**src/design/stepper_accel_step_timer_core_macros.svh**
```systemverilog
// Assertion macros for the stepper step timer core.
// Expects clk_i and rst_ni in the scope where a macro is used.
`ifndef STEPPER_ACCEL_STEP_TIMER_CORE_MACROS_SVH
`define STEPPER_ACCEL_STEP_TIMER_CORE_MACROS_SVH

// Same-cycle implication, checked outside reset.
`define SAST_ASSERT_SAME(lbl, ante, cons, msg) \
  lbl: assert property (@(posedge clk_i) disable iff (!rst_ni) (ante) |-> (cons)) \
    else $error(msg);

// Next-cycle implication, checked outside reset.
`define SAST_ASSERT_NEXT(lbl, ante, cons, msg) \
  lbl: assert property (@(posedge clk_i) disable iff (!rst_ni) (ante) |=> (cons)) \
    else $error(msg);

`endif

```
**src/design/sast_pkg.sv**
```systemverilog
// Shared widths, constants and fault codes for the stepper step timer.
// No dependencies.
package sast_pkg;

  localparam int TimeWidthDefault = 32;
  localparam int V0W   = 16;
  localparam int AW    = 21;
  localparam int IDXW  = 20;
  localparam int XW    = 21;
  localparam int OUTW  = 24;
  localparam int PWW   = 8;
  localparam int RADW  = 64;
  localparam int ROOTW = 32;
  localparam int DENW  = 33;
  localparam int DVDW  = 52;

  localparam logic [OUTW-1:0] OutMax     = 24'hFFFFFF;
  localparam logic [PWW-1:0]  PulseReset = 8'd15;
  // 2 * 1e6 us/s scaled by 2^10 for the Q.10 root.
  localparam logic [30:0]     NumScale   = 31'd2048000000;

  localparam logic [1:0] FaultNone = 2'd0;
  localparam logic [1:0] FaultIdle = 2'd1;
  localparam logic [1:0] FaultStop = 2'd2;

endpackage

```
**src/design/sast_div.sv**
```systemverilog
// Bit-serial restoring divider, one quotient bit per cycle.
// Depends on sast_pkg.
module sast_div
  import sast_pkg::*;
(
  input  logic            clk_i,
  input  logic            rst_ni,
  input  logic            start_i,
  input  logic [DVDW-1:0] dvd_i,
  input  logic [DENW-1:0] den_i,
  output logic            busy_o,
  output logic            done_o,
  output logic [DVDW-1:0] quo_o
);

  logic [DVDW-1:0] dvd_q;
  logic [DENW-1:0] den_q;
  logic [DENW:0]   rem_q, rem_sh;
  logic [5:0]      cnt_q;
  logic            busy_q, done_q, ge;

  // Shift in the next dividend bit and try the subtract.
  always_comb begin
    rem_sh = {rem_q[DENW-1:0], dvd_q[DVDW-1]};
    ge     = (rem_sh >= {1'b0, den_q});
  end

  always_ff @(posedge clk_i or negedge rst_ni) begin
    if (!rst_ni) begin
      busy_q <= 1'b0;
      done_q <= 1'b0;
      cnt_q  <= '0;
    end else begin
      done_q <= 1'b0;
      if (start_i) begin
        busy_q <= 1'b1;
        cnt_q  <= 6'(DVDW - 1);
      end else if (busy_q) begin
        cnt_q <= cnt_q - 6'd1;
        if (cnt_q == 6'd0) begin
          busy_q <= 1'b0;
          done_q <= 1'b1;
        end
      end
    end
  end

  // Quotient bits replace the dividend bits as they shift out.
  always_ff @(posedge clk_i) begin
    if (start_i) begin
      dvd_q <= dvd_i;
      den_q <= den_i;
      rem_q <= '0;
    end else if (busy_q) begin
      dvd_q <= {dvd_q[DVDW-2:0], ge};
      rem_q <= ge ? (rem_sh - {1'b0, den_q}) : rem_sh;
    end
  end

  assign busy_o = busy_q;
  assign done_o = done_q;
  assign quo_o  = dvd_q;

endmodule

```
**config.mk**
```make
export PLATFORM = sky130hd
export DESIGN_NAME = sast_div
export DESIGN_NICKNAME = d
export VERILOG_FILES = /design/src/design/stepper_accel_step_timer_core_macros.svh /design/src/design/sast_pkg.sv /design/src/design/sast_div.sv
export SDC_FILE = /design/constraint.sdc
export NUM_CORES = 1
export LEC_CHECK = 0
export ABC_AREA = 1
export BUFFER_PORTS_ARGS = -buffer_cell sky130_fd_sc_hd__buf_2
export CAP_MARGIN = 20
export CORE_ASPECT_RATIO = 0.6
export CORE_MARGIN = 5
export CORE_UTILIZATION = 51
export CTS_CLUSTER_DIAMETER = 40
export DETAILED_ROUTE_END_ITERATION = 7
export PLACE_DENSITY = 0.77
export SYNTH_ARGS = -nofsm -noshare
export SYNTH_HDL_FRONTEND = slang
export SYNTH_SLANG_ARGS = --single-unit
```
**constraint.sdc**
```tcl
create_clock -name clk_i -period 2.4 [get_ports clk_i]
set_input_delay 0.36 -clock clk_i [delete_from_list [all_inputs] [get_ports clk_i]]
set_output_delay 0.36 -clock clk_i [all_outputs]
set_load 0.02 [all_outputs]
```
==> metrics.txt <==
Detail Placement HPWL=16630 µm; Fin Clk Skew=~0.009 ns; CP Launch Type=flip-flop; number of inserted diodes=0; vias per std cell=5.054; fraction of registers with async set/reset=0.06349; maxcap violations=0; TritonCTS clock tree=done; cell area after placement=around 9000 µm²; Worst-path clk slew=0.07 ns; CP cell instances=inv_1, ha_1, nand2_1, nor2_1, nand2_1, nor2_2, nand2_4, nand2_4, buf_4, nand2_1, nand3_1, nand2_1; leakage dissipation=about 5.3 nW; Max FO, Critical Path=10; die area=~18000 µm²; Initial Utilization=0.5186; max-slew violations=0; final hold violations=0; largest cells by area after synthesis=edfxtp_1 (32%), nand2_1 (22%), inv_1 (8.6%), dfxtp_1 (8.3%), ha_1 (5.5%); GP Congestion=slightly below 1; Synth Net Count=~1200; pin count of the biggest net entering global routing=70; CP arrival=2.57 ns; Finished Cell Area=between 9000 and 10000 µm²; final core utilization=0.6262; share of layout cells above drive strength 1=0.1845; H-tree Lvls=4; Chip Width=171.2 µm; final net count=1385; Power Dens Cells=between 1000 and 1500 nW/µm²; DR DRC count=0; setup ws final=0.1527 ns; CTS Buf Count=17; WHS Path Cells=1; final period utilization=0.9364; initial antenna violation count=0; FF+latch count, synth=roughly 130; post-layout min period=between 2 and 2.5 ns; fin cells=approximately 1500; Peak VDD IR=about 640 µV; post-synthesis sequential area ratio=0.4294; via count=7465; gr ovfl total=0; Final setup viols=0; Fmax=0.4450 GHz; unrepaired setup endpoints after global routing=yes; root buffer cell=clkbuf_16; Netlist cell types=37; share of Yosys cell area claimed by the top area cell type=0.3211; average size of a mapped cell=between 7 and 8 µm²; Routed WL=about 22000 µm; R2R cell count=12; Worst setup EP type=flip-flop; Crit path largest cell delay=0.35 ns; Setup CP Type=reg2reg; Hold Crit Class=in2reg; outcome=completed; clock tree buffer depth=2; TNS Setup=0 ns; IO buf count=around 140; most used cell, CP=nand2_1; placed instance count=roughly 1400; wire length per cell=15.04 µm; ANT nets after route=0; Core Rows=35; Ports=between 100 and 150; DRT Pass-1 Iters=6; Slew @ Worst Pin=0.4161 ns; Synth Instances=approximately 1100; pre-CTS WS=between 0.05 and 0.06 ns; synth warn=0; Post-synth EDFFs=85; number of global-route vias before repair=roughly 7000; area delta synth->final=20.75%; first-pass GRT wire length=35540 µm; internal reg-to-reg setup slack=roughly 0.15 ns; Worst EP required=2.72 ns; max_slew headroom=0.7216; Yosys top cell by area=edfxtp_1; die height=roughly 110 µm; post-synthesis cell area=~8000 µm²; Clock Latency Late Sink=0.43 ns; count leader, synth=nand2_1; DRT iter0 DRCs=between 700 and 800; Crit-path slowest cell=ha_1; most frequent cells after synthesis=nand2_1 (476), inv_1 (183), nand3_1 (87); Synth Flop Type=edfxtp_1; core area=~15000 µm²; GRT Total Usage=0.2465; CTS sink count=roughly 130; post-CTS setup buffers=0
## cells by family after synthesis
| logic type | after synthesis | share of synthesized area |
|---|---|---|
| AND/OR/NAND/NOR | 668 | 0.3561 |
| buffers and inverters | 216 | 0.1083 |
| flip-flops | 126 | 0.4294 |
| AO/OA/AOI/OAI | 47 | 0.03211 |
| adder cells (fa/ha/maj) | 36 | 0.05761 |
| XOR/XNOR | 15 | 0.01653 |
## flip-flops by register name, summed over array words and instances, names as in the netlist
register,count
quo_o,52
done_o,1
den_q,33
rem_q,33
cnt_q,6
busy_o,1
## path summary, 6_finish.rpt
path / start / end
max in group asynchronous: rst_ni / done_o$_DFF_PN0_
hold / removal: den_i[4] / den_q[4]$_DFFE_PP_
setup reg to reg: den_q[18]$_DFFE_PP_ / rem_q[16]$_SDFFE_PP0P_
min in group asynchronous: rst_ni / cnt_q[1]$_DFFE_PN0P_
setup / recovery: den_q[18]$_DFFE_PP_ / rem_q[16]$_SDFFE_PP0P_
hold reg to reg: rem_q[11]$_SDFFE_PP0P_ / rem_q[11]$_SDFFE_PP0P_
## critical path, delay by kind of cell (launching register included)
family                   cells  cell delay, ns
AND/OR/NAND/NOR              9            1.21
adder cells (fa/ha/maj)      1            0.35
flip-flops                   1            0.32
buffers and inverters        2            0.24
## cell usage in the layout, fill, tap and decap left out, drive strengths merged, types with 23 or more instances in the layout
cell      n
nor2     56
dfxtp    33
inv     199
edfxtp   85
ha       35
buf     160
nand2   489
nand3    88
a21oi    23
## power by group
part / leakage (nW) / internal (mW) / switching (mW)
Combinational: 3.71 / 1.90 / 3.34
Sequential: 1.26 / 2.73 / 0.246
Clock: 0.287 / 1.48 / 1.17
## layer usage
| metal | GRT usage | routed length (µm) |
|---|---|---|
| met1 | 0.3683 | 10690 |
| met2 | 0.3498 | 9053 |
| met3 | 0.07848 | 2262 |
| met4 | 0.05088 | 211 |
| met5 | 0 | 0 |
## layout make-up
cell class | instances | area (µm²)
well taps | 203 | 254.0
multi-input cells | 766 | 3705
flip-flops and latches | 126 | 3413
repair buffers | 161 | 925.9
clock buffers | 17 | 425.4
clock inverters | 15 | 165.2
inverters | 189 | 709.4
fillers | 1387 | 5729
## repair_timing
action	CTS	global route
setup endpoints to repair	0	31
hold endpoints to repair	8	0
hold buffers	1	0
gates resized for setup	0	12
## per-stage QoR
stage / hold slack [ns] / power [mW]
floorplan: 0.06441 / 6.660
global placement: 0.2125 / 7.936
detailed placement: 0.2123 / 8.034
CTS: 0.09309 / 10.74
global route: 0.08825 / 11.64
finish: 0.1008 / 10.87
No activity file was read; power rests on OpenSTA's default activity.
