### src/design/stepper_accel_step_timer_core_macros.svh
// Assertion macros for the stepper step timer core.
// Expects clk_i and rst_ni in the scope where a macro is used.
`ifndef STEPPER_ACCEL_STEP_TIMER_CORE_MACROS_SVH
`define STEPPER_ACCEL_STEP_TIMER_CORE_MACROS_SVH

// Same-cycle implication, checked outside reset.
`define SAST_ASSERT_SAME(lbl, ante, cons, msg) \
  lbl: assert property (@(posedge clk_i) disable iff (!rst_ni) (ante) |-> (cons)) \
    else $error(msg);

// Next-cycle implication, checked outside reset.
`define SAST_ASSERT_NEXT(lbl, ante, cons, msg) \
  lbl: assert property (@(posedge clk_i) disable iff (!rst_ni) (ante) |=> (cons)) \
    else $error(msg);

`endif

### src/design/sast_pkg.sv
// Shared widths, constants and fault codes for the stepper step timer.
// No dependencies.
package sast_pkg;

  localparam int TimeWidthDefault = 32;
  localparam int V0W   = 16;
  localparam int AW    = 21;
  localparam int IDXW  = 20;
  localparam int XW    = 21;
  localparam int OUTW  = 24;
  localparam int PWW   = 8;
  localparam int RADW  = 64;
  localparam int ROOTW = 32;
  localparam int DENW  = 33;
  localparam int DVDW  = 52;

  localparam logic [OUTW-1:0] OutMax     = 24'hFFFFFF;
  localparam logic [PWW-1:0]  PulseReset = 8'd15;
  // 2 * 1e6 us/s scaled by 2^10 for the Q.10 root.
  localparam logic [30:0]     NumScale   = 31'd2048000000;

  localparam logic [1:0] FaultNone = 2'd0;
  localparam logic [1:0] FaultIdle = 2'd1;
  localparam logic [1:0] FaultStop = 2'd2;

endpackage

### src/design/sast_isqrt.sv
// Digit-serial integer square root, two radicand bits per cycle.
// Depends on sast_pkg.
module sast_isqrt
  import sast_pkg::*;
(
  input  logic             clk_i,
  input  logic             rst_ni,
  input  logic             start_i,
  input  logic [RADW-1:0]  rad_i,
  output logic             busy_o,
  output logic             done_o,
  output logic [ROOTW-1:0] root_o
);

  logic [RADW-1:0]  rad_q;
  logic [ROOTW+2:0] rem_q, rem_sh, trial;
  logic [ROOTW-1:0] root_q;
  logic [4:0]       cnt_q;
  logic             busy_q, done_q, ge;

  // One root digit: bring down two bits and try to subtract 4q+1.
  always_comb begin
    rem_sh = {rem_q[ROOTW:0], rad_q[RADW-1 -: 2]};
    trial  = {1'b0, root_q, 2'b01};
    ge     = (rem_sh >= trial);
  end

  always_ff @(posedge clk_i or negedge rst_ni) begin
    if (!rst_ni) begin
      busy_q <= 1'b0;
      done_q <= 1'b0;
      cnt_q  <= '0;
    end else begin
      done_q <= 1'b0;
      if (start_i) begin
        busy_q <= 1'b1;
        cnt_q  <= 5'd31;
      end else if (busy_q) begin
        cnt_q <= cnt_q - 5'd1;
        if (cnt_q == 5'd0) begin
          busy_q <= 1'b0;
          done_q <= 1'b1;
        end
      end
    end
  end

  // Datapath shift registers.
  always_ff @(posedge clk_i) begin
    if (start_i) begin
      rad_q  <= rad_i;
      rem_q  <= '0;
      root_q <= '0;
    end else if (busy_q) begin
      rad_q  <= {rad_q[RADW-3:0], 2'b00};
      rem_q  <= ge ? (rem_sh - trial) : rem_sh;
      root_q <= {root_q[ROOTW-2:0], ge};
    end
  end

  assign busy_o = busy_q;
  assign done_o = done_q;
  assign root_o = root_q;

endmodule

### config.mk
export PLATFORM = sky130hd
export DESIGN_NAME = sast_isqrt
export DESIGN_NICKNAME = d
export VERILOG_FILES = /design/src/design/stepper_accel_step_timer_core_macros.svh /design/src/design/sast_pkg.sv /design/src/design/sast_isqrt.sv
export SDC_FILE = /design/constraint.sdc
export NUM_CORES = 1
export LEC_CHECK = 0
export BUFFER_PORTS_ARGS = -buffer_cell sky130_fd_sc_hd__buf_2
export CORE_MARGIN = 3
export CORE_UTILIZATION = 45
export CTS_CLUSTER_DIAMETER = 30
export DETAILED_ROUTE_END_ITERATION = 10
export PLACE_DENSITY = 0.67
export SLEW_MARGIN = 20
export SYNTH_ARGS = -nofsm -noshare
export SYNTH_HDL_FRONTEND = slang
export SYNTH_SLANG_ARGS = --single-unit
### constraint.sdc
create_clock -name clk_i -period 2.5 [get_ports clk_i]
set_input_delay 0.25 -clock clk_i [delete_from_list [all_inputs] [get_ports clk_i]]
set_output_delay 0.25 -clock clk_i [all_outputs]
set_load 0.005 [all_outputs]
==> flow_summary.toml, run 1 <==
[yosys]
synth-seq-cells = 136
yosysTopAreaCell = "edfxtp_1"
ys_top_cells_by_area = "edfxtp_1, dfxtp_1, mux2_2, ha_1, mux2i_1"
synth_cell_types = 66
synthDominantCellAreaShare = 0.250
syn_area_sq_mm = 0.00769
synth-async-reset-ratio = 0.0515
syn_avg_cell_area_sq_um = 10.4
syn_nets = 843
netlist_instances = 740
seq_area_frac_synth = 0.442
ys.warnings.count = 0
synth_edf_count = 64
synthFlopType = "dfxtp_1"

[floorplan]
initial_utilization = 0.462
coreArea_sq_mm = 0.0166
dieWidth_um = 137
io_pins = 101
chipHeight_um = 137
design.die.area_sq_mm = 0.0187
rows = 47

[sta]
fin_skew_ns = 0.0102
rsz0062_at_grt = "true"
fin_crit_sh = 1.03
fin_setup_tns_ns = -0.528
slew-limit-headroom = 0.643
hold_ws_ns = 0.106
tightest_slew_ns = 0.534
clock.fmax_mhz = 389
setup_ws_ns = -0.0725
setup_viol_count_final = 22
fin_crit_ns = 2.57
final_hold_viol_count = 0
report.final.slew_viol_count = 0

[route]
drt_iter0_drc = 383
dr.pass1.iters = 5
drc = 0
routed_wl_mm = 19.6
dr_total_vias = 6450
drt-vias-per-instance = 5.27
wl_per_cell_um = 16.0
drtAntennaViolNets = 0

[power]
power_leakage_nw = 4.79
finalPower_mw = 13.5
peakVddDrop_v = 0.000831
powerDensity_mw_per_mm2 = 1240

[worst_setup_path]
slowest_delay_ns = 0.38
crit_top_cell = "o31a_1"
path_cells = "ha_4 > nor2b_4 > o31a_1 > o31a_1 > buf_4 > a211o_1 > a21oi_2 > xnor2_1 > nand2_1 > a311oi_1"
worst_ep_arrival_time_ns = 2.91
required_ns = 2.83
worstPathMaxFanout = 3
worstSetupPathType = "register to register"
worst_path_max_delay_cell = "dfxtp_1"
critPathLaunchType = "register"
crit_path_end_kind = "register"

[grt]
track_usage = 0.210
busiest_layer = "met2"
grt_pass1_vias = 6455
grtUsageMet2 = 0.340
grt_pass1_wl_mm = 31.3
overflow = 0
grt_max_degree = 65
grt_use_met3 = 0.0632
antenna_found_initial = 0
globalRouteMet1Util = 0.271

[final_layout]
area_growth_pct = 40.9
diodes = 0
regArea_sq_mm = 0.00342
fillerInstances = 1307
nets = 1095
multi_input_area_sq_mm = 0.00456
drive_gt1_frac = 0.493

[placed_design]
pre_cts_ws_ns = -0.377
gp_congestion = 0.885
port_buffers = 100
dp_hpwl_mm = 12.9

[cts]
clockBufferDepth = 2
root_buffer = "clkbuf_16"
h-tree-depth = 4
path_clk_slew_ns = 0.07
clkLatencyLatePin_ns = 0.43
cts_tree = "done"
numCtsBuffers = 17
clkSinkCount = 136

[min_path]
worst_hold_path_type = "primary input to register"

[status]
violations = "negative setup slack"
status = "finished with violations"

[job]
maxCapViolations = 0
==> layout by cell type (no fill, tap or decap), types with 6 or more instances in the layout <==
cell type,Yosys,final
o21ai_1,5,7
a21oi_2,1,13
o21ai_0,20,13
a21o_1,12,12
a311oi_1,9,7
nor2b_1,8,7
mux2i_1,32,32
nand4_1,8,8
buf_2,3,99
dfxtp_2,0,14
xnor2_1,17,15
clkbuf_16,0,17
buf_4,0,157
a21oi_1,36,24
dfxtp_1,65,51
ha_4,0,21
inv_1,46,39
mux2_2,64,63
nand2b_1,18,18
edfxtp_1,64,64
nand3_1,17,13
nand2_1,45,41
ha_1,36,13
inv_2,0,7
nand2_2,12,15
a311oi_2,12,14
xor2_1,7,7
dfrtp_1,7,6
o211ai_1,6,6
nor2_1,68,67
==> per-layer routing <==
layer,share of wire,wire length (um),vias up
met2,0.48,9330,153
met5,0,0,-
li1,-,-,3204
met4,0.019,378,0
met3,0.053,1040,37
met1,0.45,8840,3056
==> area by class of cell <==
class,instances,share of cell area
Clock buffer,18,0.0396
Clock inverter,14,0.0151
Inverter,46,0.0159
Multi-Input combinational cell,525,0.421
Sequential cell,136,0.315
Tap cell,220,0.0254
Timing Repair Buffer,266,0.168
==> logic make-up after synthesis <==
kind of cell,synth area share
multiplexers,0.135
flip-flops,0.442
AND/OR/NAND/NOR,0.147
AO/OA/AOI/OAI,0.144
XOR/XNOR,0.0273
adder cells (fa/ha/maj),0.0586
buffers and inverters,0.0465
==> registers in the layout, indices dropped and copies added, names as in the netlist <==
signal	cells
done_o	1
rem_q	33
root_o	32
busy_o	1
rad_q	64
cnt_q	5
==> critical path, delay by kind of cell, from the launching register on <==
kind | cells | cell delay, ns
flip-flops | 1 | 0.38
XOR/XNOR | 1 | 0.13
AO/OA/AOI/OAI | 5 | 1.38
AND/OR/NAND/NOR | 2 | 0.19
adder cells (fa/ha/maj) | 1 | 0.22
buffers and inverters | 1 | 0.17
==> timing repair <==
action,CTS,global route
pin swaps,45,35
hold endpoints to repair,7,0
setup buffers,6,11
cloned,3,2
endpoints found under the setup margin,33,33
resized for setup,56,45
hold buffers,1,0
==> path summary, 6_finish.rpt <==
kind                                from        end  slack, ns  cells after the start
worst max-delay path            rem_q[0]  rem_q[18]      -0.07                     10
worst min-delay path            rad_i[1]   rad_q[1]       0.11                      2
worst max register to register  rem_q[0]  rem_q[18]      -0.07                     10
worst min register to register  cnt_q[4]   cnt_q[4]       0.53                      2
max in group asynchronous         rst_ni     busy_o       2.12                      2
min in group asynchronous         rst_ni   cnt_q[1]       0.20                      2
==> Yosys cell counts (6+ instances only) <==
| library cell | n |
|---|---|
| a21o_1 | 12 |
| a21oi_1 | 36 |
| a311oi_1 | 9 |
| a311oi_2 | 12 |
| clkbuf_1 | 31 |
| dfrtp_1 | 7 |
| dfxtp_1 | 65 |
| edfxtp_1 | 64 |
| ha_1 | 36 |
| inv_1 | 46 |
| mux2_2 | 64 |
| mux2i_1 | 32 |
| nand2_1 | 45 |
| nand2_2 | 12 |
| nand2b_1 | 18 |
| nand3_1 | 17 |
| nand4_1 | 8 |
| nor2_1 | 68 |
| nor2b_1 | 8 |
| nor3_1 | 6 |
| o211ai_1 | 6 |
| o21ai_0 | 20 |
| or3_1 | 7 |
| xnor2_1 | 17 |
| xor2_1 | 7 |
==> per-stage QoR <==
stage	cells	area [sq um]	util
final	1225	10800	0.651
after global routing	1225	10800	0.651
after CTS	1212	10600	0.634
after detailed placement	1173	9570	0.575
after global placement	1173	9570	0.575
after floorplan	740	7810	-
==> power breakdown <==
group          total, mW  leakage, nW  internal, mW  switching [mW]
Combinational       8.06         3.22          4.00            4.06
Sequential          2.85         1.29          2.67           0.184
Clock               2.57        0.286          1.50            1.07
Total               13.5         4.79          8.17            5.31
Power figures use the tool's default switching activity.
==> run 2, diff against run 1 <==
--- a/config.mk
+++ b/config.mk
@@ -7,10 +7,10 @@
 export LEC_CHECK = 0
 export BUFFER_PORTS_ARGS = -buffer_cell sky130_fd_sc_hd__buf_2
 export CORE_MARGIN = 3
-export CORE_UTILIZATION = 45
+export CORE_UTILIZATION = 53
 export CTS_CLUSTER_DIAMETER = 30
 export DETAILED_ROUTE_END_ITERATION = 10
-export PLACE_DENSITY = 0.67
+export PLACE_DENSITY = 0.77
 export SLEW_MARGIN = 20
 export SYNTH_ARGS = -nofsm -noshare
 export SYNTH_HDL_FRONTEND = slang
==> flow_summary.toml, run 2 (synthesis results as in run 1) <==
[status]
violations = "negative setup slack"
status = "finished with violations"

[floorplan]
chipHeight_um = 126
rows = 43
initial_utilization = 0.548
dieWidth_um = 126
io_pins = 101
coreArea_sq_mm = 0.0140
design.die.area_sq_mm = 0.0160

[final_layout]
drive_gt1_frac = 0.510
fin_util = 0.783
diodes = 0
largest_reg_flops = 64
fillerInstances = 792
area_growth_pct = 42.9
nets = 1096
mostFrequentLayoutCell = "buf_4"
regMostFlops = "rad_q"
final_cell_mix = "buf_4, buf_2, nor2_1"

[job]
maxCapViolations = 0

[grt]
grt_max_degree = 65
grt_pass1_wl_mm = 34.5
track_usage = 0.266
grt_pass1_vias = 7107
overflow = 0
antenna_found_initial = 0

[worst_setup_path]
r2r_setup_slack_ns = -0.13
critPathLaunchType = "register"
endpoint = "rem_q[31]"
r2r_end = "rem_q[31]"
worst_ep_arrival_time_ns = 2.95
crit_path_end_kind = "register"
required_ns = 2.81
worstPathMaxFanout = 7
reg2reg_depth = 12
worstSetupPathType = "register to register"
cp-startpoint = "root_o[18]"
r2r-start = "root_o[18]"

[route]
drtAntennaViolNets = 0
drt-vias-per-instance = 5.93
dr_total_vias = 7030
wl_per_cell_um = 19.6
dr.pass1.iters = 7
drt_iter0_drc = 649
routed_wl_mm = 23.2
drc = 0

[sta]
report.final.slew_viol_count = 0
slew-limit-headroom = 0.619
tightest_slew_ns = 0.571
fin_crit_ns = 2.63
fin_crit_sh = 1.05
rsz0062_at_grt = "true"
fin_skew_ns = 0.0123
setup_viol_count_final = 34
clock.fmax_mhz = 380
setup_ws_ns = -0.133
final_hold_viol_count = 0

[cts]
clockBufferDepth = 2
clkSinkCount = 136
h-tree-depth = 4
cts_tree = "done"
numCtsBuffers = 17
root_buffer = "clkbuf_16"
clkLatencyLatePin_ns = 0.44
path_clk_slew_ns = 0.07

[power]
powerDensity_mw_per_mm2 = 1310
power_leakage_nw = 4.89
finalPower_mw = 14.4
peakVddDrop_v = 0.00104

[placed_design]
port_buffers = 100
pre_cts_ws_ns = -0.295
dp_hpwl_mm = 13.5
gp_congestion = 0.920

[min_path]
worst_hold_path_type = "primary input to register"
min_path_cells = 2
==> run 2: how the worst min path moves through the flow <==
stage / startpoint / end / slack [ns]
after CTS: rad_i[0] / rad_q[0] / 0.09
after floorplan: rst_ni / busy_o / -0.05
after global placement: rst_ni / done_o / 0.09
final: rad_i[1] / rad_q[1] / 0.1
after global routing: rad_i[28] / rad_q[28] / 0.11
after detailed placement: rst_ni / done_o / 0.09
==> run 2: area by class of cell <==
| type | instances | area, sq um | area share |
|---|---|---|---|
| Sequential cell | 136 | 3420 | 0.311 |
| Clock buffer | 17 | 425 | 0.0387 |
| Inverter | 46 | 173 | 0.0157 |
| Multi-Input combinational cell | 524 | 4690 | 0.427 |
| Clock inverter | 15 | 201 | 0.0183 |
| Timing Repair Buffer | 268 | 1850 | 0.169 |
| Tap cell | 180 | 225 | 0.0205 |
==> run 2: worst max-delay path, stage by stage (launching register included) <==
cell and delay (ns):
dfxtp_2 0.33, inv_1 0.04, ha_1 0.29, buf_4 0.15
nand4_1 0.18, nor3_1 0.29, nand4_1 0.21, nand3_2 0.18
or3_4 0.29, nand2_8 0.15, buf_6 0.16, nand4b_1 0.13
o221ai_2 0.11
==> run 2: report_power, final <==
group / switching, mW / leakage, nW / internal, mW
sequential: 0.201 / 1.29 / 2.67
combinational: 4.67 / 3.29 / 4.24
clock: 1.13 / 0.308 / 1.53
total: 6.00 / 4.89 / 8.44
==> run 2: through the flow <==
stage                     cell area, sq um  hold slack, ns  setup TNS (ns)  instances
final                                11000          0.0979           -2.58       1186
after global routing                 11000           0.107           -5.86       1186
after CTS                            10600          0.0866          -0.519       1178
after detailed placement              9460          0.0929           -7.06       1125
after global placement                9460          0.0863           -3.25       1125
after floorplan                       7810         -0.0456               0        740
==> run 2: routing by layer <==
| layer | track usage | up-vias | wire, um |
|---|---|---|---|
| li1 | - | 3199 | - |
| met5 | 0 | - | 0 |
| met3 | 0.0648 | 102 | 1650 |
| met2 | 0.465 | 338 | 11800 |
| met1 | 0.314 | 3391 | 8800 |
| met4 | 0.108 | 0 | 1000 |
==> run 2: repair_timing <==
item                                    4_1_cts  5_1_grt
pin swaps                                    44       53
gates resized for setup                      64       74
endpoints found under the setup margin       34       34
buffers inserted                             16        9
hold buffers                                  1        0
cloned                                        4        0
hold endpoints to repair                      7        0
